===== config.mk =====
export PLATFORM = sky130hd
export DESIGN_NAME = keypad_event_queue_unit_flat
export DESIGN_NICKNAME = d
export VERILOG_FILES = /design/src/rtl/kpq_pkg.sv /design/src/rtl/kpq_item_if.sv /design/src/rtl/kpq_result_if.sv /design/src/rtl/kpq_front.sv /design/src/rtl/kpq_cmd_fifo.sv /design/src/rtl/kpq_back.sv /design/src/rtl/keypad_event_queue_unit.sv /design/src/flat_wrapper.sv
export VERILOG_INCLUDE_DIRS = /design/src /design/src/rtl
export SDC_FILE = /design/constraint.sdc
export NUM_CORES = 1
export LEC_CHECK = 0
export BUFFER_PORTS_ARGS = -buffer_cell sky130_fd_sc_hd__buf_2
export CAP_MARGIN = 40
export CORE_MARGIN = 1
export CORE_UTILIZATION = 50
export CTS_CLUSTER_DIAMETER = 120
export DETAILED_ROUTE_END_ITERATION = 10
export GPL_ROUTABILITY_DRIVEN = 1
export PLACE_DENSITY = 0.66
export SYNTH_ARGS = -nofsm -noshare
export SYNTH_HDL_FRONTEND = slang
export SYNTH_SLANG_ARGS = --single-unit

===== constraint.sdc =====
create_clock -name clk_i -period 6 [get_ports clk_i]
set_input_delay 1.2 -clock clk_i [delete_from_list [all_inputs] [get_ports clk_i]]
set_output_delay 1.2 -clock clk_i [all_outputs]
set_load 0.1 [all_outputs]

===== src/rtl/keypad_event_queue_unit_macros.svh =====
// assertion helpers shared by the rtl files
`ifndef KEYPAD_EVENT_QUEUE_UNIT_MACROS_SVH
`define KEYPAD_EVENT_QUEUE_UNIT_MACROS_SVH

// generic form with explicit clock and active-low reset
`define KPQ_ASSERT_CLK(label, clk, rst_n, prop, msg) \
  label: assert property (@(posedge clk) disable iff (!rst_n) prop) else $error(msg);

// form bound to the block clock and reset
`define KPQ_ASSERT(label, prop, msg) `KPQ_ASSERT_CLK(label, clk_i, rst_ni, prop, msg)

`endif


===== src/rtl/kpq_pkg.sv =====
package kpq_pkg;

  // event fifo depth default, one slot stays empty
  localparam int unsigned KPQ_QUEUE_DEPTH = 32;

  // chord hold time in ms
  localparam logic [31:0] KPQ_HOLD_MS = 32'd600;

  // command queue between front and back
  localparam int unsigned KPQ_CMDQ_PTR_W = 2;
  localparam int unsigned KPQ_CMDQ_DEPTH = 1 << KPQ_CMDQ_PTR_W;

  localparam int unsigned KPQ_REG_IDX_W = 3;

  typedef enum logic [1:0] {
    OP_SCAN   = 2'd0,
    OP_SERIAL = 2'd1,
    OP_PUSH   = 2'd2,
    OP_POP    = 2'd3
  } kpq_op_e;

  typedef enum logic [2:0] {
    REG_ENTER  = 3'd0,
    REG_ESCAPE = 3'd1,
    REG_UP     = 3'd2,
    REG_DOWN   = 3'd3,
    REG_LEFT   = 3'd4,
    REG_RIGHT  = 3'd5,
    REG_USE    = 3'd6,
    REG_FIRE   = 3'd7
  } kpq_reg_e;

  localparam logic [5:0] CHORD_LANDSCAPE = 6'b011000;
  localparam logic [5:0] CHORD_PORTRAIT  = 6'b101000;

  typedef struct packed {
    logic [1:0]  op;
    logic [5:0]  keys_down;
    logic        portrait;
    logic [31:0] now_ms;
    logic [7:0]  key_byte;
    logic        push_pressed;
  } kpq_item_t;

  typedef struct packed {
    logic       event_valid;
    logic       event_pressed;
    logic [7:0] event_key;
    logic       pitch_toggle;
    logic [4:0] queue_count;
  } kpq_result_t;

  typedef struct packed {
    logic [7:0] code_enter;
    logic [7:0] code_escape;
    logic [7:0] code_up;
    logic [7:0] code_down;
    logic [7:0] code_left;
    logic [7:0] code_right;
    logic [7:0] code_use;
    logic [7:0] code_fire;
  } kpq_codes_t;

  localparam kpq_codes_t KPQ_CODES_RESET = '{
    code_enter:  8'd13,
    code_escape: 8'd27,
    code_up:     8'd173,
    code_down:   8'd175,
    code_left:   8'd172,
    code_right:  8'd174,
    code_use:    8'd162,
    code_fire:   8'd163
  };

  // front to back command: an event push or the end marker of one item
  typedef struct packed {
    logic       is_end;
    logic       pressed;
    logic [7:0] key;
    logic       pop;
    logic       pulse;
  } kpq_cmd_t;

endpackage


===== src/rtl/kpq_item_if.sv =====
interface kpq_item_if import kpq_pkg::*; ();
  logic      valid;
  logic      ready;
  kpq_item_t data;

  modport source (output valid, output data, input ready);
  modport sink (input valid, input data, output ready);
endinterface


===== src/rtl/kpq_result_if.sv =====
interface kpq_result_if import kpq_pkg::*; ();
  logic        valid;
  logic        ready;
  kpq_result_t data;

  modport source (output valid, output data, input ready);
  modport sink (input valid, input data, output ready);
endinterface


===== src/rtl/kpq_front.sv =====
`include "keypad_event_queue_unit_macros.svh"

module kpq_front import kpq_pkg::*; (
  input  logic                     clk_i,
  input  logic                     rst_ni,
  kpq_item_if.sink                 item_i,
  input  logic                     cfg_valid_i,
  input  logic [KPQ_REG_IDX_W-1:0] cfg_index_i,
  input  logic [7:0]               cfg_data_i,
  output logic                     cfg_ready_o,
  output kpq_cmd_t                 cmd_o,
  output logic                     cmd_valid_o,
  input  logic                     cmd_ready_i
);

  localparam logic [2:0] ST_IDLE = 3'd0;
  localparam logic [2:0] ST_REL  = 3'd1;
  localparam logic [2:0] ST_CHG  = 3'd2;
  localparam logic [2:0] ST_SER  = 3'd3;
  localparam logic [2:0] ST_END  = 3'd4;

  localparam logic [2:0] SLOT_LAST = 3'd6;

  localparam logic [7:0] CHAR_LF    = 8'h0a;
  localparam logic [7:0] CHAR_CR    = 8'h0d;
  localparam logic [7:0] CHAR_ESC   = 8'h1b;
  localparam logic [7:0] CHAR_SPACE = 8'h20;
  localparam logic [7:0] CHAR_UA    = 8'h41;
  localparam logic [7:0] CHAR_UD    = 8'h44;
  localparam logic [7:0] CHAR_UJ    = 8'h4a;
  localparam logic [7:0] CHAR_UQ    = 8'h51;
  localparam logic [7:0] CHAR_US    = 8'h53;
  localparam logic [7:0] CHAR_UW    = 8'h57;
  localparam logic [7:0] CHAR_UZ    = 8'h5a;
  localparam logic [7:0] CHAR_LA    = 8'h61;
  localparam logic [7:0] CHAR_LD    = 8'h64;
  localparam logic [7:0] CHAR_LJ    = 8'h6a;
  localparam logic [7:0] CHAR_LQ    = 8'h71;
  localparam logic [7:0] CHAR_LS    = 8'h73;
  localparam logic [7:0] CHAR_LW    = 8'h77;
  localparam logic [7:0] CHAR_LZ    = 8'h7a;
  localparam logic [7:0] CHAR_NUL   = 8'h00;

  // slot walk: bit 1 (jog) takes two slots, fire then enter
  function automatic logic [2:0] slot_bit(input logic [2:0] slot);
    logic [2:0] b;
    case (slot)
      3'd0:    b = 3'd0;
      3'd1:    b = 3'd1;
      3'd2:    b = 3'd1;
      3'd3:    b = 3'd2;
      3'd4:    b = 3'd3;
      3'd5:    b = 3'd4;
      default: b = 3'd5;
    endcase
    return b;
  endfunction

  function automatic logic [7:0] slot_code(input logic [2:0] slot, input logic por,
                                           input kpq_codes_t c);
    logic [7:0] k;
    case (slot)
      3'd0:    k = por ? c.code_left  : c.code_down;
      3'd1:    k = c.code_fire;
      3'd2:    k = c.code_enter;
      3'd3:    k = por ? c.code_right : c.code_up;
      3'd4:    k = por ? c.code_down  : c.code_left;
      3'd5:    k = por ? c.code_use   : c.code_right;
      default: k = por ? c.code_up    : c.code_use;
    endcase
    return k;
  endfunction

  function automatic logic [7:0] serial_code(input logic [7:0] ch, input kpq_codes_t c);
    logic [7:0] k;
    case (ch) inside
      CHAR_CR, CHAR_LF:                   k = c.code_enter;
      CHAR_ESC, CHAR_LQ, CHAR_UQ:         k = c.code_escape;
      CHAR_LW, CHAR_UW:                   k = c.code_up;
      CHAR_LS, CHAR_US:                   k = c.code_down;
      CHAR_LA, CHAR_UA:                   k = c.code_left;
      CHAR_LD, CHAR_UD:                   k = c.code_right;
      CHAR_SPACE:                         k = c.code_use;
      CHAR_LJ, CHAR_UJ, CHAR_LZ, CHAR_UZ: k = c.code_fire;
      default:                            k = ch;
    endcase
    return k;
  endfunction

  logic [2:0]  state_q, state_d;
  logic [2:0]  slot_q, slot_d;
  kpq_item_t   item_q;
  kpq_codes_t  codes_q;
  logic [5:0]  prev_q, prev_d;
  logic        map_q, map_d;
  logic        held_q, held_d;
  logic        fired_q, fired_d;
  logic [31:0] start_q, start_d;

  logic [2:0]  bit_idx;
  logic [7:0]  key_map;
  logic [7:0]  ser_key;
  logic [5:0]  chord_mask;
  logic        chord_on;
  logic [31:0] elapsed;
  logic        chord_fire;
  logic        want;
  logic        advance;
  logic        accept;

  assign bit_idx    = slot_bit(slot_q);
  assign key_map    = slot_code(slot_q, map_q, codes_q);
  assign ser_key    = serial_code(item_q.key_byte, codes_q);
  assign chord_mask = map_q ? CHORD_PORTRAIT : CHORD_LANDSCAPE;
  assign chord_on   = (item_q.keys_down & chord_mask) == chord_mask;
  assign elapsed    = item_q.now_ms - start_q;
  assign chord_fire = chord_on && held_q && !fired_q && (elapsed >= KPQ_HOLD_MS);

  assign item_i.ready = (state_q == ST_IDLE);
  assign accept       = item_i.valid && item_i.ready;
  assign cfg_ready_o  = 1'b1;

  always_comb begin
    cmd_o = '0;
    want  = 1'b0;
    unique case (state_q)
      ST_REL: begin
        want      = prev_q[bit_idx];
        cmd_o.key = key_map;
      end
      ST_CHG: begin
        want          = item_q.keys_down[bit_idx] != prev_q[bit_idx];
        cmd_o.pressed = item_q.keys_down[bit_idx];
        cmd_o.key     = key_map;
      end
      ST_SER: begin
        want = 1'b1;
        if (item_q.op == OP_PUSH) begin
          cmd_o.pressed = item_q.push_pressed;
          cmd_o.key     = item_q.key_byte;
        end else begin
          cmd_o.pressed = (slot_q == 3'd0);
          cmd_o.key     = ser_key;
        end
      end
      ST_END: begin
        want         = 1'b1;
        cmd_o.is_end = 1'b1;
        cmd_o.pop    = (item_q.op == OP_POP);
        cmd_o.pulse  = (item_q.op == OP_SCAN) && chord_fire;
      end
      default: ;
    endcase
  end

  assign cmd_valid_o = want;
  assign advance     = !want || cmd_ready_i;

  always_comb begin
    state_d = state_q;
    slot_d  = slot_q;
    prev_d  = prev_q;
    map_d   = map_q;
    held_d  = held_q;
    fired_d = fired_q;
    start_d = start_q;
    unique case (state_q)
      ST_IDLE: begin
        if (accept) begin
          slot_d = 3'd0;
          case (item_i.data.op)
            OP_SCAN:   state_d = (item_i.data.portrait != map_q) ? ST_REL : ST_CHG;
            OP_SERIAL: state_d = (item_i.data.key_byte != CHAR_NUL) ? ST_SER : ST_END;
            OP_PUSH:   state_d = ST_SER;
            default:   state_d = ST_END;
          endcase
        end
      end
      ST_REL: begin
        if (advance) begin
          if (slot_q == SLOT_LAST) begin
            // old map fully released, switch over
            prev_d  = '0;
            map_d   = item_q.portrait;
            slot_d  = 3'd0;
            state_d = ST_CHG;
          end else begin
            slot_d = slot_q + 3'd1;
          end
        end
      end
      ST_CHG: begin
        if (advance) begin
          if (slot_q == SLOT_LAST) begin
            prev_d  = item_q.keys_down;
            state_d = ST_END;
          end else begin
            slot_d = slot_q + 3'd1;
          end
        end
      end
      ST_SER: begin
        if (advance) begin
          if (item_q.op == OP_PUSH || slot_q != 3'd0) begin
            state_d = ST_END;
          end else begin
            slot_d = 3'd1;
          end
        end
      end
      ST_END: begin
        if (advance) begin
          state_d = ST_IDLE;
          if (item_q.op == OP_SCAN) begin
            if (chord_on) begin
              if (!held_q) begin
                held_d  = 1'b1;
                start_d = item_q.now_ms;
              end else if (chord_fire) begin
                fired_d = 1'b1;
              end
            end else begin
              held_d  = 1'b0;
              fired_d = 1'b0;
            end
          end
        end
      end
      default: state_d = ST_IDLE;
    endcase
  end

  always_ff @(posedge clk_i or negedge rst_ni) begin
    if (!rst_ni) begin
      state_q <= ST_IDLE;
      slot_q  <= 3'd0;
      prev_q  <= '0;
      map_q   <= 1'b0;
      held_q  <= 1'b0;
      fired_q <= 1'b0;
      start_q <= '0;
      codes_q <= KPQ_CODES_RESET;
    end else begin
      state_q <= state_d;
      slot_q  <= slot_d;
      prev_q  <= prev_d;
      map_q   <= map_d;
      held_q  <= held_d;
      fired_q <= fired_d;
      start_q <= start_d;
      if (cfg_valid_i) begin
        unique case (kpq_reg_e'(cfg_index_i))
          REG_ENTER:  codes_q.code_enter  <= cfg_data_i;
          REG_ESCAPE: codes_q.code_escape <= cfg_data_i;
          REG_UP:     codes_q.code_up     <= cfg_data_i;
          REG_DOWN:   codes_q.code_down   <= cfg_data_i;
          REG_LEFT:   codes_q.code_left   <= cfg_data_i;
          REG_RIGHT:  codes_q.code_right  <= cfg_data_i;
          REG_USE:    codes_q.code_use    <= cfg_data_i;
          REG_FIRE:   codes_q.code_fire   <= cfg_data_i;
          default: ;
        endcase
      end
    end
  end

  always_ff @(posedge clk_i) begin
    if (accept) begin
      item_q <= item_i.data;
    end
  end

  `KPQ_ASSERT(a_busy_after_accept, accept |=> !item_i.ready, "front took an item while busy")
  `KPQ_ASSERT(a_pulse_on_scan_end, (cmd_valid_o && cmd_o.pulse) |-> (cmd_o.is_end && item_q.op == OP_SCAN), "chord pulse outside a scan end")
  `KPQ_ASSERT(a_release_needs_turn, (state_q == ST_REL) |-> (map_q != item_q.portrait), "release pass without orientation change")

endmodule


===== src/rtl/kpq_cmd_fifo.sv =====
module kpq_cmd_fifo import kpq_pkg::*; (
  input  logic     clk_i,
  input  logic     rst_ni,
  input  kpq_cmd_t cmd_i,
  input  logic     cmd_valid_i,
  output logic     cmd_ready_o,
  output kpq_cmd_t cmd_o,
  output logic     cmd_valid_o,
  input  logic     cmd_ready_i
);

  localparam int unsigned CNT_W = KPQ_CMDQ_PTR_W + 1;

  kpq_cmd_t                  entry_q [KPQ_CMDQ_DEPTH];
  logic [KPQ_CMDQ_PTR_W-1:0] wr_q;
  logic [KPQ_CMDQ_PTR_W-1:0] rd_q;
  logic [CNT_W-1:0]          cnt_q;
  logic                      push;
  logic                      pop;

  assign cmd_ready_o = cnt_q != CNT_W'(KPQ_CMDQ_DEPTH);
  assign cmd_valid_o = cnt_q != '0;
  assign cmd_o       = entry_q[rd_q];
  assign push        = cmd_valid_i && cmd_ready_o;
  assign pop         = cmd_valid_o && cmd_ready_i;

  always_ff @(posedge clk_i or negedge rst_ni) begin
    if (!rst_ni) begin
      wr_q  <= '0;
      rd_q  <= '0;
      cnt_q <= '0;
    end else begin
      if (push) wr_q <= wr_q + 1'b1;
      if (pop)  rd_q <= rd_q + 1'b1;
      case ({push, pop})
        2'b10:   cnt_q <= cnt_q + 1'b1;
        2'b01:   cnt_q <= cnt_q - 1'b1;
        default: ;
      endcase
    end
  end

  always_ff @(posedge clk_i) begin
    if (push) entry_q[wr_q] <= cmd_i;
  end

endmodule


===== src/rtl/kpq_back.sv =====
`include "keypad_event_queue_unit_macros.svh"

module kpq_back import kpq_pkg::*; #(
  parameter int unsigned QUEUE_DEPTH = KPQ_QUEUE_DEPTH
) (
  input  logic       clk_i,
  input  logic       rst_ni,
  input  kpq_cmd_t   cmd_i,
  input  logic       cmd_valid_i,
  output logic       cmd_ready_o,
  kpq_result_if.source result_o
);

  localparam int unsigned PTR_W = $clog2(QUEUE_DEPTH);
  localparam int unsigned CNT_W = PTR_W + 1;

  logic [8:0]       store [QUEUE_DEPTH];
  logic [8:0]       rd_data_q;
  logic [PTR_W-1:0] wp_q, wp_d;
  logic [PTR_W-1:0] rp_q, rp_d;
  logic [PTR_W-1:0] wp_next;
  logic [PTR_W-1:0] rp_next;
  logic             pend_q, pend_d;
  logic             out_valid_q, out_valid_d;
  kpq_result_t      out_q, out_d;

  logic             full;
  logic             empty;
  logic             out_free;
  logic             take;
  logic             store_we;
  logic             rd_en;
  logic             load_end;
  logic             load_pend;
  logic [CNT_W-1:0] count;

  assign wp_next  = (wp_q == PTR_W'(QUEUE_DEPTH - 1)) ? '0 : wp_q + 1'b1;
  assign rp_next  = (rp_q == PTR_W'(QUEUE_DEPTH - 1)) ? '0 : rp_q + 1'b1;
  assign full     = wp_next == rp_q;
  assign empty    = wp_q == rp_q;
  assign out_free = !out_valid_q || result_o.ready;

  assign cmd_ready_o = !pend_q && (!cmd_i.is_end || out_free);
  assign take        = cmd_valid_i && cmd_ready_o;
  assign store_we    = take && !cmd_i.is_end && !full;
  assign rd_en       = take && cmd_i.is_end && cmd_i.pop && !empty;
  assign load_end    = take && cmd_i.is_end && !rd_en;
  assign load_pend   = pend_q && out_free;

  // entries held, modulo the ring depth
  assign count = {1'b0, wp_q} - {1'b0, rp_q} +
                 ((wp_q < rp_q) ? CNT_W'(QUEUE_DEPTH) : CNT_W'(0));

  always_comb begin
    wp_d        = wp_q;
    rp_d        = rp_q;
    pend_d      = pend_q;
    out_valid_d = out_valid_q;
    out_d       = out_q;
    if (out_valid_q && result_o.ready) out_valid_d = 1'b0;
    if (store_we) wp_d = wp_next;
    if (rd_en) begin
      rp_d   = rp_next;
      pend_d = 1'b1;
    end
    if (load_end) begin
      out_valid_d       = 1'b1;
      out_d             = '0;
      out_d.pitch_toggle = cmd_i.pulse;
      out_d.queue_count  = 5'(count);
    end
    if (load_pend) begin
      pend_d              = 1'b0;
      out_valid_d         = 1'b1;
      out_d.event_valid   = 1'b1;
      out_d.event_pressed = rd_data_q[8];
      out_d.event_key     = rd_data_q[7:0];
      out_d.pitch_toggle  = 1'b0;
      out_d.queue_count   = 5'(count);
    end
  end

  always_ff @(posedge clk_i or negedge rst_ni) begin
    if (!rst_ni) begin
      wp_q        <= '0;
      rp_q        <= '0;
      pend_q      <= 1'b0;
      out_valid_q <= 1'b0;
    end else begin
      wp_q        <= wp_d;
      rp_q        <= rp_d;
      pend_q      <= pend_d;
      out_valid_q <= out_valid_d;
    end
  end

  always_ff @(posedge clk_i) begin
    out_q <= out_d;
  end

  always_ff @(posedge clk_i) begin
    if (store_we) store[wp_q] <= {cmd_i.pressed, cmd_i.key};
    if (rd_en)    rd_data_q <= store[rp_q];
  end

  assign result_o.valid = out_valid_q;
  assign result_o.data  = out_q;

  `KPQ_ASSERT(a_pend_blocks_cmds, pend_q |-> !cmd_ready_o, "command taken during pop read")
  `KPQ_ASSERT(a_write_not_empty, store_we |=> (wp_q != rp_q), "ring empty right after a write")
  `KPQ_ASSERT(a_pend_from_pop, $rose(pend_q) |-> $past(cmd_valid_i && cmd_i.pop), "pop read without a pop command")

endmodule


===== src/rtl/keypad_event_queue_unit.sv =====
// keypad event queue
// item_i: one transfer per item (scan, serial character, raw key push or pop);
// result_o: exactly one result transfer per item, in item order.
// cfg_*: key code register writes, always ready; the user writes them only
// while idle, the block itself does not enforce it. the front walks a scan
// over seven key slots to release held keys when the orientation flips, then
// seven slots to queue changes; the jog key takes two slots (fire then enter).
// a serial character other than NUL sends a press and a release, a raw push
// one event; each item ends with an end marker, and the front takes a new
// item only once back in idle. a 4-entry command queue lets the front run
// ahead of the back, which writes one event per cycle into the ring store
// while no pop read is pending and performs pops through its registered read
// port; a pop result goes through the read data register, then the output
// register. results wait in an output register; a stalled receiver fills the
// command queue and then holds the front, nothing is lost.
// the ring holds QUEUE_DEPTH-1 events; pushes into a full ring are dropped.
// reset clears pointers, key history, chord state and the output valid flag
// and loads the default key codes; the event store needs no clearing.
module keypad_event_queue_unit import kpq_pkg::*; #(
  parameter int unsigned QUEUE_DEPTH = KPQ_QUEUE_DEPTH
) (
  input  logic                     clk_i,
  input  logic                     rst_ni,
  kpq_item_if.sink                 item_i,
  kpq_result_if.source             result_o,
  input  logic                     cfg_valid_i,
  input  logic [KPQ_REG_IDX_W-1:0] cfg_index_i,
  input  logic [7:0]               cfg_data_i,
  output logic                     cfg_ready_o
);

  // front to command queue
  kpq_cmd_t front_cmd;
  logic     front_valid;
  logic     front_ready;

  // command queue to back
  kpq_cmd_t back_cmd;
  logic     back_valid;
  logic     back_ready;

  // classifier and event sequencer
  kpq_front u_front (
    .clk_i       (clk_i),
    .rst_ni      (rst_ni),
    .item_i      (item_i),
    .cfg_valid_i (cfg_valid_i),
    .cfg_index_i (cfg_index_i),
    .cfg_data_i  (cfg_data_i),
    .cfg_ready_o (cfg_ready_o),
    .cmd_o       (front_cmd),
    .cmd_valid_o (front_valid),
    .cmd_ready_i (front_ready)
  );

  // decoupling queue
  kpq_cmd_fifo u_cmd_fifo (
    .clk_i       (clk_i),
    .rst_ni      (rst_ni),
    .cmd_i       (front_cmd),
    .cmd_valid_i (front_valid),
    .cmd_ready_o (front_ready),
    .cmd_o       (back_cmd),
    .cmd_valid_o (back_valid),
    .cmd_ready_i (back_ready)
  );

  // ring store, pops and result register
  kpq_back #(
    .QUEUE_DEPTH (QUEUE_DEPTH)
  ) u_back (
    .clk_i       (clk_i),
    .rst_ni      (rst_ni),
    .cmd_i       (back_cmd),
    .cmd_valid_i (back_valid),
    .cmd_ready_o (back_ready),
    .result_o    (result_o)
  );

endmodule

===== src/flat_wrapper.sv =====
// flat-port wrapper written by rule: the top's interface ports become plain ports
module keypad_event_queue_unit_flat import kpq_pkg::*;
#(
  parameter int unsigned QUEUE_DEPTH = KPQ_QUEUE_DEPTH
)
  (clk_i, rst_ni, cfg_valid_i, cfg_index_i, cfg_data_i, cfg_ready_o, item_i_valid, item_i_data, item_i_ready, result_o_valid, result_o_data, result_o_ready);
  kpq_item_if item_i_i ();
  kpq_result_if result_o_i ();
  input  logic clk_i;
  input  logic rst_ni;
  input  logic cfg_valid_i;
  input  logic [KPQ_REG_IDX_W-1:0] cfg_index_i;
  input  logic [7:0] cfg_data_i;
  output logic cfg_ready_o;
  input wire logic [$bits(item_i_i.valid)-1:0] item_i_valid;
  input wire logic [$bits(item_i_i.data)-1:0] item_i_data;
  output wire logic [$bits(item_i_i.ready)-1:0] item_i_ready;
  output wire logic [$bits(result_o_i.valid)-1:0] result_o_valid;
  output wire logic [$bits(result_o_i.data)-1:0] result_o_data;
  input wire logic [$bits(result_o_i.ready)-1:0] result_o_ready;
  assign item_i_i.valid = item_i_valid;
  assign item_i_i.data = item_i_data;
  assign item_i_ready = item_i_i.ready;
  assign result_o_valid = result_o_i.valid;
  assign result_o_data = result_o_i.data;
  assign result_o_i.ready = result_o_ready;
  keypad_event_queue_unit #(.QUEUE_DEPTH(QUEUE_DEPTH)) u_core (.clk_i(clk_i), .rst_ni(rst_ni), .item_i(item_i_i), .result_o(result_o_i), .cfg_valid_i(cfg_valid_i), .cfg_index_i(cfg_index_i), .cfg_data_i(cfg_data_i), .cfg_ready_o(cfg_ready_o));
endmodule

# Word-level counts from Yosys, hierarchy flattened
# Memories as Yosys holds them, arrays and structs flattened. A register that Yosys moved wholly into a read port is not among the register bits.
# Cells that the tools add are included.
dict set report op_classes {
  bitwise 2
  reduce_logical 67
  mux 69
  add_sub_neg 10
  n_lt_le_gt_ge 2
  n_eq_ne 61
}
# op n
set ops {}
lappend ops {{8-bit by 7-bit == test with 1-bit output, second input constant} 14}
lappend ops {{8-bit 2-to-1 mux} 13}
lappend ops {{3-bit 2-to-1 mux} 16}
lappend ops {{8-bit case mux with 6 select lines} 1}
lappend ops {{32-bit by 10-bit greater-or-equal comparator with 1-bit output, second input constant} 1}
lappend ops {{32-bit subtractor} 1}
lappend ops {{15-bit 2-to-1 mux} 2}
lappend ops {{6-bit 2-to-1 mux} 5}
lappend ops {{3-bit case mux with 5 select lines} 2}
lappend ops {{3-bit == test, second input constant} 8}
lappend ops {{2-bit != test, second input constant} 10}
lappend ops {{3-bit by 2-bit == test with 1-bit output, second input constant} 6}
lappend ops {{8-bit by 4-bit == test with 1-bit output, second input constant} 2}
lappend ops {{1-bit logical AND} 16}
lappend ops {{1-bit 2-to-1 mux} 16}
lappend ops {{8-bit case mux with 2 select lines} 1}
lappend ops {{2-bit AND reduction} 8}
lappend ops {{2-bit OR reduction} 8}
lappend ops {{5-bit AND reduction} 3}
lappend ops {{3-bit case mux with 4 select lines} 1}
lappend ops {{6-bit case mux with 2 select lines} 1}
lappend ops {{5-bit by 1-bit adder with 5-bit output, second input constant} 2}
lappend ops {{5-bit == test} 2}
lappend ops {{5-bit == test, second input constant} 2}
lappend ops {{38 further kinds} 70}
dict set report word_totals {
  ram_bits 336
  mem_count 2
  out_inout_bits 19
  word_cells 246
  ff_bits 196
}
# memory words word_bits rd rd_clocked_by_memory_dff write_ports line
set memory_table {}
lappend memory_table {u_core.u_back.store 32 9 1 1 1 kpq_back.sv:17} ;# logic [8:0] store [QUEUE_DEPTH];
lappend memory_table {u_core.u_cmd_fifo.entry_q 4 12 1 0 1 kpq_cmd_fifo.sv:14} ;# kpq_cmd_t entry_q [KPQ_CMDQ_DEPTH];

# Logic depth before layout (Yosys ltp)
# Gate-level depths: netlist (run 1).
dict set report logic_depth {
  word_depth 12
  depth_mapped 19
  depth_no_buf 17
}

# Modules after synthesis
# Synthesis (run 1) repeated with hierarchy kept, for this count alone.
dict set report unflattened {
  cells_unflattened 1738
  hier_area_um2 25050.3
}
# mod n_inst cells_each seq_area_each_um2 area_each_um2
set modules_own_cells {}
lappend modules_own_cells {kpq_back 1 600 9679.3 12859.8}
lappend modules_own_cells {kpq_front 1 1038 4321.6 10017.1}
lappend modules_own_cells {kpq_cmd_fifo 1 100 1616.6 2173.3}

# Worst setup path before layout (run 1)
# Ideal clock, no wire load.
dict set report synth_timing {
  path_type {register to register}
  startpoint {register u_core.u_front.state_q[2]}
  endpoint {register u_core.u_front.item_q[0] in the netlist's numbering (enable)}
  synth_period_minus_slack_ps 4580
  setup_slack_ps 1420
  arrival_ps 4168
  path_buffers 1
  stages_incl_launch_ff 4
  required_ps 5588
  cell_sequence {dfrtp_1 > clkbuf_1 > nor3_1 > and2_1}
}
dict set report synth_between {
  elab_chain_cells 2
}
# element line
set synth_lines {}
lappend synth_lines {{start, declared} kpq_front.sv:90} ;# logic [2:0] state_q, state_d;
lappend synth_lines {{start signal, assigned} kpq_front.sv:244} ;# state_q <= state_d;
lappend synth_lines {{3-bit logical NOT} kpq_front.sv:119} ;# assign item_i.ready = (state_q == ST_IDLE);
lappend synth_lines {{named net item_i_ready} flat_wrapper.sv:17} ;# output wire logic [$bits(item_i_i.ready)-1:0] item_i_ready;
lappend synth_lines {{1-bit logical AND} kpq_front.sv:120} ;# assign accept = item_i.valid && item_i.ready;
lappend synth_lines {{named net u_core.u_front.accept} kpq_front.sv:109} ;# logic accept;
lappend synth_lines {{end signal, assigned} kpq_front.sv:269} ;# item_q <= item_i.data;
lappend synth_lines {{end, declared} kpq_front.sv:92} ;# kpq_item_t item_q;
# The timed path passes the listed nets, and every way through them passes these cells.
# A chain may end at the register's enable or synchronous reset.

# Worst setup path after layout (run 1)
dict set report layout_timing {
  startpoint {register u_core.u_front.slot_q[1]}
  endpoint {register u_core.u_cmd_fifo.cnt_q[2]}
}
dict set report layout_between {
  elab_chain_cells 10
}
# element line
set layout_lines {}
lappend layout_lines {{start, declared} kpq_front.sv:91} ;# logic [2:0] slot_q, slot_d;
lappend layout_lines {{start signal, assigned} kpq_front.sv:245} ;# slot_q <= slot_d;
lappend layout_lines {{3-bit by 2-bit == test with 1-bit output / 3-bit by 1-bit == test with 1-bit output (equally long branches)} kpq_front.sv:47} ;# case (slot)
lappend layout_lines {{2-bit OR reduction (no source line)} -}
lappend layout_lines {{3-bit case mux with 5 select lines *} kpq_front.sv:47}
lappend layout_lines {{1-bit binary-select mux with 3-bit select, on equally long branches} {kpq_front.sv:132, kpq_front.sv:128}}
lappend layout_lines {{1-bit 2-to-1 mux, on equally long branches} {kpq_front.sv:132, kpq_front.sv:128}}
lappend layout_lines {{1-bit != test} kpq_front.sv:132} ;# want = item_q.keys_down[bit_idx] != prev_q[bit_idx];
lappend layout_lines {{1-bit case mux with 3 select lines *} kpq_front.sv:126} ;# unique case (state_q)
lappend layout_lines {{1-bit logical AND *} kpq_cmd_fifo.sv:24} ;# assign push = cmd_valid_i && cmd_ready_o;
lappend layout_lines {{2-bit by 1-bit == test with 1-bit output / 2-bit == test (equally long branches)} kpq_cmd_fifo.sv:35} ;# case ({push, pop})
lappend layout_lines {{3-bit case mux with 2 select lines / 2-bit nonzero test (equally long branches)} -}
lappend layout_lines {{end signal, assigned} kpq_cmd_fifo.sv:36} ;# 2'b10: cnt_q <= cnt_q + 1'b1;
lappend layout_lines {{end signal, assigned} kpq_cmd_fifo.sv:37} ;# 2'b01: cnt_q <= cnt_q - 1'b1;
lappend layout_lines {{end, declared} kpq_cmd_fifo.sv:17} ;# logic [CNT_W-1:0] cnt_q;
# Mark *: on every way between the ends. The rest lies on a longest branch, timed or not. The select of a mux whose other input is x is not followed.

==> results of run 1 <==
[state kept, by name (all words and copies together), names as in the netlist, 3 cells and up]
register,flops
u_core.u_front.prev_q,6
u_core.u_back.rd_data_q,9
u_core.u_back.store,288
u_core.u_front.codes_q,64
u_core.u_back.rp_q,5
u_core.u_front.start_q,32
u_core.u_cmd_fifo.entry_q,48
u_core.u_front.item_q,50
u_core.u_front.state_q,3
u_core.u_back.wp_q,5
u_core.u_cmd_fifo.cnt_q,3
u_core.u_front.slot_q,3
u_core.u_back.result_o.data,16
[metrics by stage]
step                util, %  area [sq um]  power, mW  setup WS (ns)
floorplan                 -         25000       9.91           1.42
global placement       52.9         26000       11.4           1.58
detailed placement     53.2         26200       11.6           1.52
CTS                    56.9         28000       15.0           1.45
global route           56.9         28000       15.7           1.10
finish                 56.9         28000       15.0           1.41
[kinds of logic (layout without fill, tap and decap cells)]
logic type,count (synthesis),count (layout),synth area share (%)
buffers and inverters,150,272,2.37
other,1,1,0.0150
muxes,248,248,15.8
AOI/OAI and AO/OA,294,294,8.33
and+or+nand+nor,347,347,7.05
xor gates and xnor gates,30,30,1.05
DFF,541,541,62.5
adders and majority gates,55,55,2.85
[layout make-up]
type,count,area share [%]
clock buffer,69,5.22
tap,664,2.97
sequential,541,55.9
multi-input combinational,975,31.5
timing repair buffer,109,2.40
inverter,64,0.859
clock inverter,30,1.18
[final timing paths]
path,from,to,slack [ns],cells past startpoint
setup / recovery,u_core.u_front.slot_q[1],u_core.u_cmd_fifo.cnt_q[2],1.41,17
hold reg to reg,u_core.u_front.item_q[41],u_core.u_front.map_q,0.49,1
hold / removal,u_core.u_front.item_q[41],u_core.u_front.map_q,0.49,1
setup reg to reg,u_core.u_front.slot_q[1],u_core.u_cmd_fifo.cnt_q[2],1.41,17
min in group asynchronous,rst_ni,u_core.u_front.codes_q[11],0.66,1
max in group asynchronous,rst_ni,u_core.u_front.start_q[11],4.20,2
[Yosys cell counts (9+ instances only)]
cell and count:
nand3_1 31, dfstp_2 34, edfxtp_1 409, mux2_2 127, nand4_1 12, mux2i_1 14, o21ai_0 53, xnor2_1 17
a221oi_1 23, a22oi_1 15, clkbuf_1 68, inv_1 63, a21oi_1 65, nor3_1 29, ha_1 52, nor2b_1 14
o221ai_1 20, nand2b_1 9, a31oi_1 11, dfrtp_1 96, nand2_1 83, mux4_2 104, and2_1 10, a21o_1 13
nor2_1 84, and3_1 27, buf_2 10, xor2_1 13
[routing by layer]
layer | track usage [%] | vias to the layer above | wire length, microns | part of all wire (%)
met4 | 7.90 | 0 | 1530 | 2.7
met5 | 0 | - | 0 | 0
met2 | 35.7 | 531 | 26300 | 47
met3 | 3.53 | 108 | 3510 | 6.3
li1 | - | 6729 | - | -
met1 | 32.2 | 7535 | 24500 | 44
[cells in the final DEF (no fill, tap or decap), types with 14 or more instances in the layout]
cell type  count
xnor2_1       17
a22oi_1       15
buf_4         15
nor2_1        84
mux4_2       104
a21oi_1       65
o21ai_0       53
edfxtp_1     409
mux2_2       127
buf_2         88
dfstp_2       34
dfrtp_1       94
nand3_1       31
inv_1         63
nor2b_1       14
mux2i_1       14
and3_1        27
o221ai_1      20
nand2_1       83
ha_1          52
a221oi_1      23
clkbuf_16     56
nor3_1        26
[power breakdown]
group	total [mW]	leakage (nW)	internal, mW	switching (mW)
sequential	5.77	5.32	5.27	0.500
clock	3.39	0.868	2.01	1.37
combinational	5.79	3.70	2.19	3.60
==> out/metrics.yaml, run 1 <==
clock_latency_ns: 0.61
routed-via-count: 14900
synth_cell_types: 88
cts_root_buf: "clkbuf_16"
path_class: "reg -> reg"
numCtsBuffers: 54
worst_slew_pin_slew_ns: 0.933
io_buffers: 83
cts_tree: "done"
cpPeakStageDelay_ns: 0.53
drive_above_1_share_pct: 26.8
grt_pass1_wl_microns: 87700
worstSetupEndpointType: "flop"
clock_sinks: 541
path_cells: "inv_1 -> ha_1 -> and2_1 -> o21ai_0 -> mux4_2 -> a22oi_2 -> xor2_1 -> a22oi_1 -> o21ai_2 -> and2_2 -> inv_1 -> ha_1 -> inv_1 -> fa_1 -> xor2_1 -> nor2_1 -> xor2_1"
arrival_ns: 5.10
post-route-min-period_ns: 4.59
clkTransAtPathRegs_ns: 0.06
timing.final.crit_share_pct: 76.5
netlist_instances: 1666
die_x_microns: 225
synth_top_area_cell: "edfxtp_1"
cts_setup_buffers: 0
finalSetupViolations: 0
ys_seq_area_share_pct: 62.5
vdd_drop_max_mv: 0.433
crit_required_ns: 6.51
track_usage_pct: 22.7
crit_path_max_fanout: 17
drc: 0
drtIter0Drc: 1332
ys.flop_type: "edfxtp_1"
ant_nets: 0
vias_per_cell: 6.08
synth_fp_nets: 1787
cp_slowest_cell: "dfrtp_1"
core-area_sq_um: 49200
hold_slack_ns: 0.486
cts_max_level: 2
critPathLaunchType: "flop"
syn_area_sq_um: 25000
final_nets: 1866
layout.cells.non_filler: 2452
antenna_found_initial: 1
area_growth_pct: 11.9
hold_viol_final: 0
num_antenna_cells: 0
synth_edf_count: 409
ioPinCount: 85
register_area_sq_um: 15600
clockBufferDepth: 3
path_buf_inv: 3
grt_pass1_vias: 15100
cap_violations: 0
num_rows: 81
async_flop_share_pct: 24.0
max_freq_mhz: 218
place_congestion: 0.904
yosys_register_bits: 541
grt-ovfl-total: 0
yosys_warnings: 0
multiInputGateArea_sq_um: 8800
status: "complete, no violations"
hold_path.class: "reg -> reg"
die_h_microns: 225
clock_skew_ns: 0.0374
hpwl_microns: 37200
fillers: 3843
ctsHoldBuffers: 0
dr.pass1.iters: 5
rsz0062_at_grt: "false"
slew_violations: 0
tns_ns: 0
wire_per_inst_microns: 22.8
synth_area_leaders: "edfxtp_1 49%, dfrtp_1 9.6%, mux4_2 9.4%"
synth_top_area_share_pct: 49.2
initial_core_util_pct: 50.8
path_delay_family: "compound AO/OA/AOI/OAI gates"
p_per_area_nw_per_um2: 535
slew_headroom_pct: 37.0
placedCellCount: 2353
cts_resized: 0
die-area_sq_um: 50800
routed_wl_microns: 55900
grt_max_degree: 88
p_leak_nw: 9.89
syn_avg_cell_area_sq_um: 15.0
(Power assumes the default switching activity.)
==> inputs of run 2 (changes only) <==
==> constraint.sdc (replaced) <==
create_clock -name clk_i -period 4.3 [get_ports clk_i]
set_input_delay 0.86 -clock clk_i [delete_from_list [all_inputs] [get_ports clk_i]]
set_output_delay 0.86 -clock clk_i [all_outputs]
set_load 0.1 [all_outputs]
==> run 2 against run 1 <==
Count of clock-buffer cells in the layout is 2 lower. Power is 37% higher. Fmax is 13% higher. Setup slack worse by 1.2 ns. Clock skew is 0.015 ns lower. Cell count is 1.5% higher. Sequential cell count stayed put. Die area stayed put. Sequential share of layout area is 0.29 points lower. Via count is 0.39% lower. Critical path type unchanged. Highest routed layer unchanged.
==> out/metrics.yaml, run 2 (synthesis results as in run 1) <==
cts_tree: "done"
tns_ns: 0
routed_wl_microns: 54300
p_per_area_nw_per_um2: 728
die_h_microns: 225
cap_violations: 0
critPathLaunchType: "flop"
r2r-start: "u_core.u_front.slot_q[0]"
grt-ovfl-total: 0
wl_met1_microns: 23900
cts_root_buf: "clkbuf_16"
r2r_cells: 17
clockBufferDepth: 3
arrival_ns: 4.59
timing.final.crit_share_pct: 94.5
numCtsBuffers: 54
ctsHoldBuffers: 0
drive_above_1_share_pct: 28.6
hold_viol_final: 0
finalSetupViolations: 0
worst_slew_pin_slew_ns: 0.843
worstSetupEndpointType: "flop"
routed-via-count: 14800
post-route-min-period_ns: 4.06
vias_per_cell: 5.97
fin_util_pct: 57.2
path_class: "reg -> reg"
status: "complete, no violations"
wire_per_inst_microns: 21.8
largest-register: "u_core.u_back.store"
top_layer: "met4"
final_common_cell: "edfxtp_1"
drc: 0
cts_max_level: 2
antenna_found_initial: 0
ioPinCount: 85
top_regs: "u_core.u_back.store x288, u_core.u_front.codes_q x64, u_core.u_front.item_q x50"
clkTransAtPathRegs_ns: 0.06
cpPeakStageDelay_ns: 0.56
clock_latency_ns: 0.61
drtIter0Drc: 1221
slew_violations: 0
io_buffers: 83
path_buf_inv: 3
cp_slowest_cell: "mux4_2"
multiInputGateArea_sq_um: 8800
initial_core_util_pct: 50.8
crit_required_ns: 4.82
hpwl_microns: 36000
final_nets: 1903
core-area_sq_um: 49200
grt_max_degree: 75
crit_path_max_fanout: 5
die_x_microns: 225
most-common-layout-cells: "409 x edfxtp_1, 127 x mux2_2, 104 x mux4_2, 93 x dfrtp_1, 84 x nor2_1"
place_congestion: 0.915
die-area_sq_um: 50800
clock_sinks: 541
grt_pass1_vias: 14800
max_freq_mhz: 246
dr.pass1.iters: 5
met3WireLength_microns: 2990
largest_reg_flops: 288
vdd_drop_max_mv: 0.508
grt_pass1_wl_microns: 85300
track_usage_pct: 22.0
path_cells: "inv_1 -> ha_1 -> or3_4 -> o31ai_4 -> mux4_2 -> a22oi_1 -> xor2_1 -> a22oi_1 -> o21ai_2 -> and2_2 -> inv_1 -> ha_1 -> inv_1 -> fa_1 -> xor2_1 -> nor2_1 -> xor2_1"
num_rows: 81
slew_headroom_pct: 43.6
r2r_slack_ns: 0.24
path_delay_family: "adder cells"
ant_nets: 0
area_growth_pct: 12.5
p_leak_nw: 10.0
clock_skew_ns: 0.0228
hold_path.class: "in -> async"
wl_met2_microns: 25800
power_mw: 20.5
pre_cts_ws_ns: 0.149
num_antenna_cells: 0
register_area_sq_um: 15600
setup_ws_ns: 0.236
rsz0062_at_grt: "false"
r2r-end: "u_core.u_cmd_fifo.cnt_q[2]"
fillers: 3920
-- run 2: cell types whose count changed in the layout (fill, tap and decap cells not counted), sizes merged --
cell and change:
buf +36, clkbuf -2, inv +2, clkdlybuf4s15 +1, bufinv -4, clkinv +3
-- run 2: repair_timing --
action,4_1_cts,5_1_grt
setup endpoints to repair,0,5
buffers inserted,0,0
gates resized for setup,0,3
-- run 2: how the worst max path moves through the flow --
stage	endpoint	cells past startpoint	from
global route	u_core.u_cmd_fifo.cnt_q[2]	17	u_core.u_front.slot_q[0]
finish	u_core.u_cmd_fifo.cnt_q[2]	17	u_core.u_front.slot_q[0]
global placement	u_core.u_cmd_fifo.cnt_q[2]	17	u_core.u_front.slot_q[1]
floorplan	u_core.u_cmd_fifo.cnt_q[2]	18	u_core.u_front.slot_q[1]
CTS	u_core.u_cmd_fifo.cnt_q[2]	17	u_core.u_front.slot_q[1]
detailed placement	u_core.u_cmd_fifo.cnt_q[2]	17	u_core.u_front.slot_q[1]
-- run 2: where the power goes --
part | internal [mW] | switching (mW)
Clock | 2.50 | 1.94
Sequential | 7.36 | 0.693
Combinational | 3.09 | 4.89
-- run 2: routing by layer --
layer | track usage [%] | vias to the layer above
li1 | - | 6800
met4 | 7.75 | 0
met5 | 0 | -
met3 | 2.89 | 106
met1 | 31.1 | 7444
met2 | 35.1 | 495
-- run 2: stage by stage --
step	instance area, sq um	instances	hold slack, ns
3_5_place_dp	26400	2390	0.473
4_1_cts	28100	2488	0.210
3_3_place_gp	26400	2383	0.467
5_1_grt	28100	2488	0.252
6_report	28100	2488	0.227
2_1_floorplan	25000	1666	0.454
-- run 2: layout make-up --
cell class              count  area share [%]
clock buffers              67            5.02
well taps                 664            2.96
clock inverters            31           0.877
multi-input cells         975            31.3
flip-flops and latches    541            55.6
repair buffers            146            3.37
inverters                  64           0.855
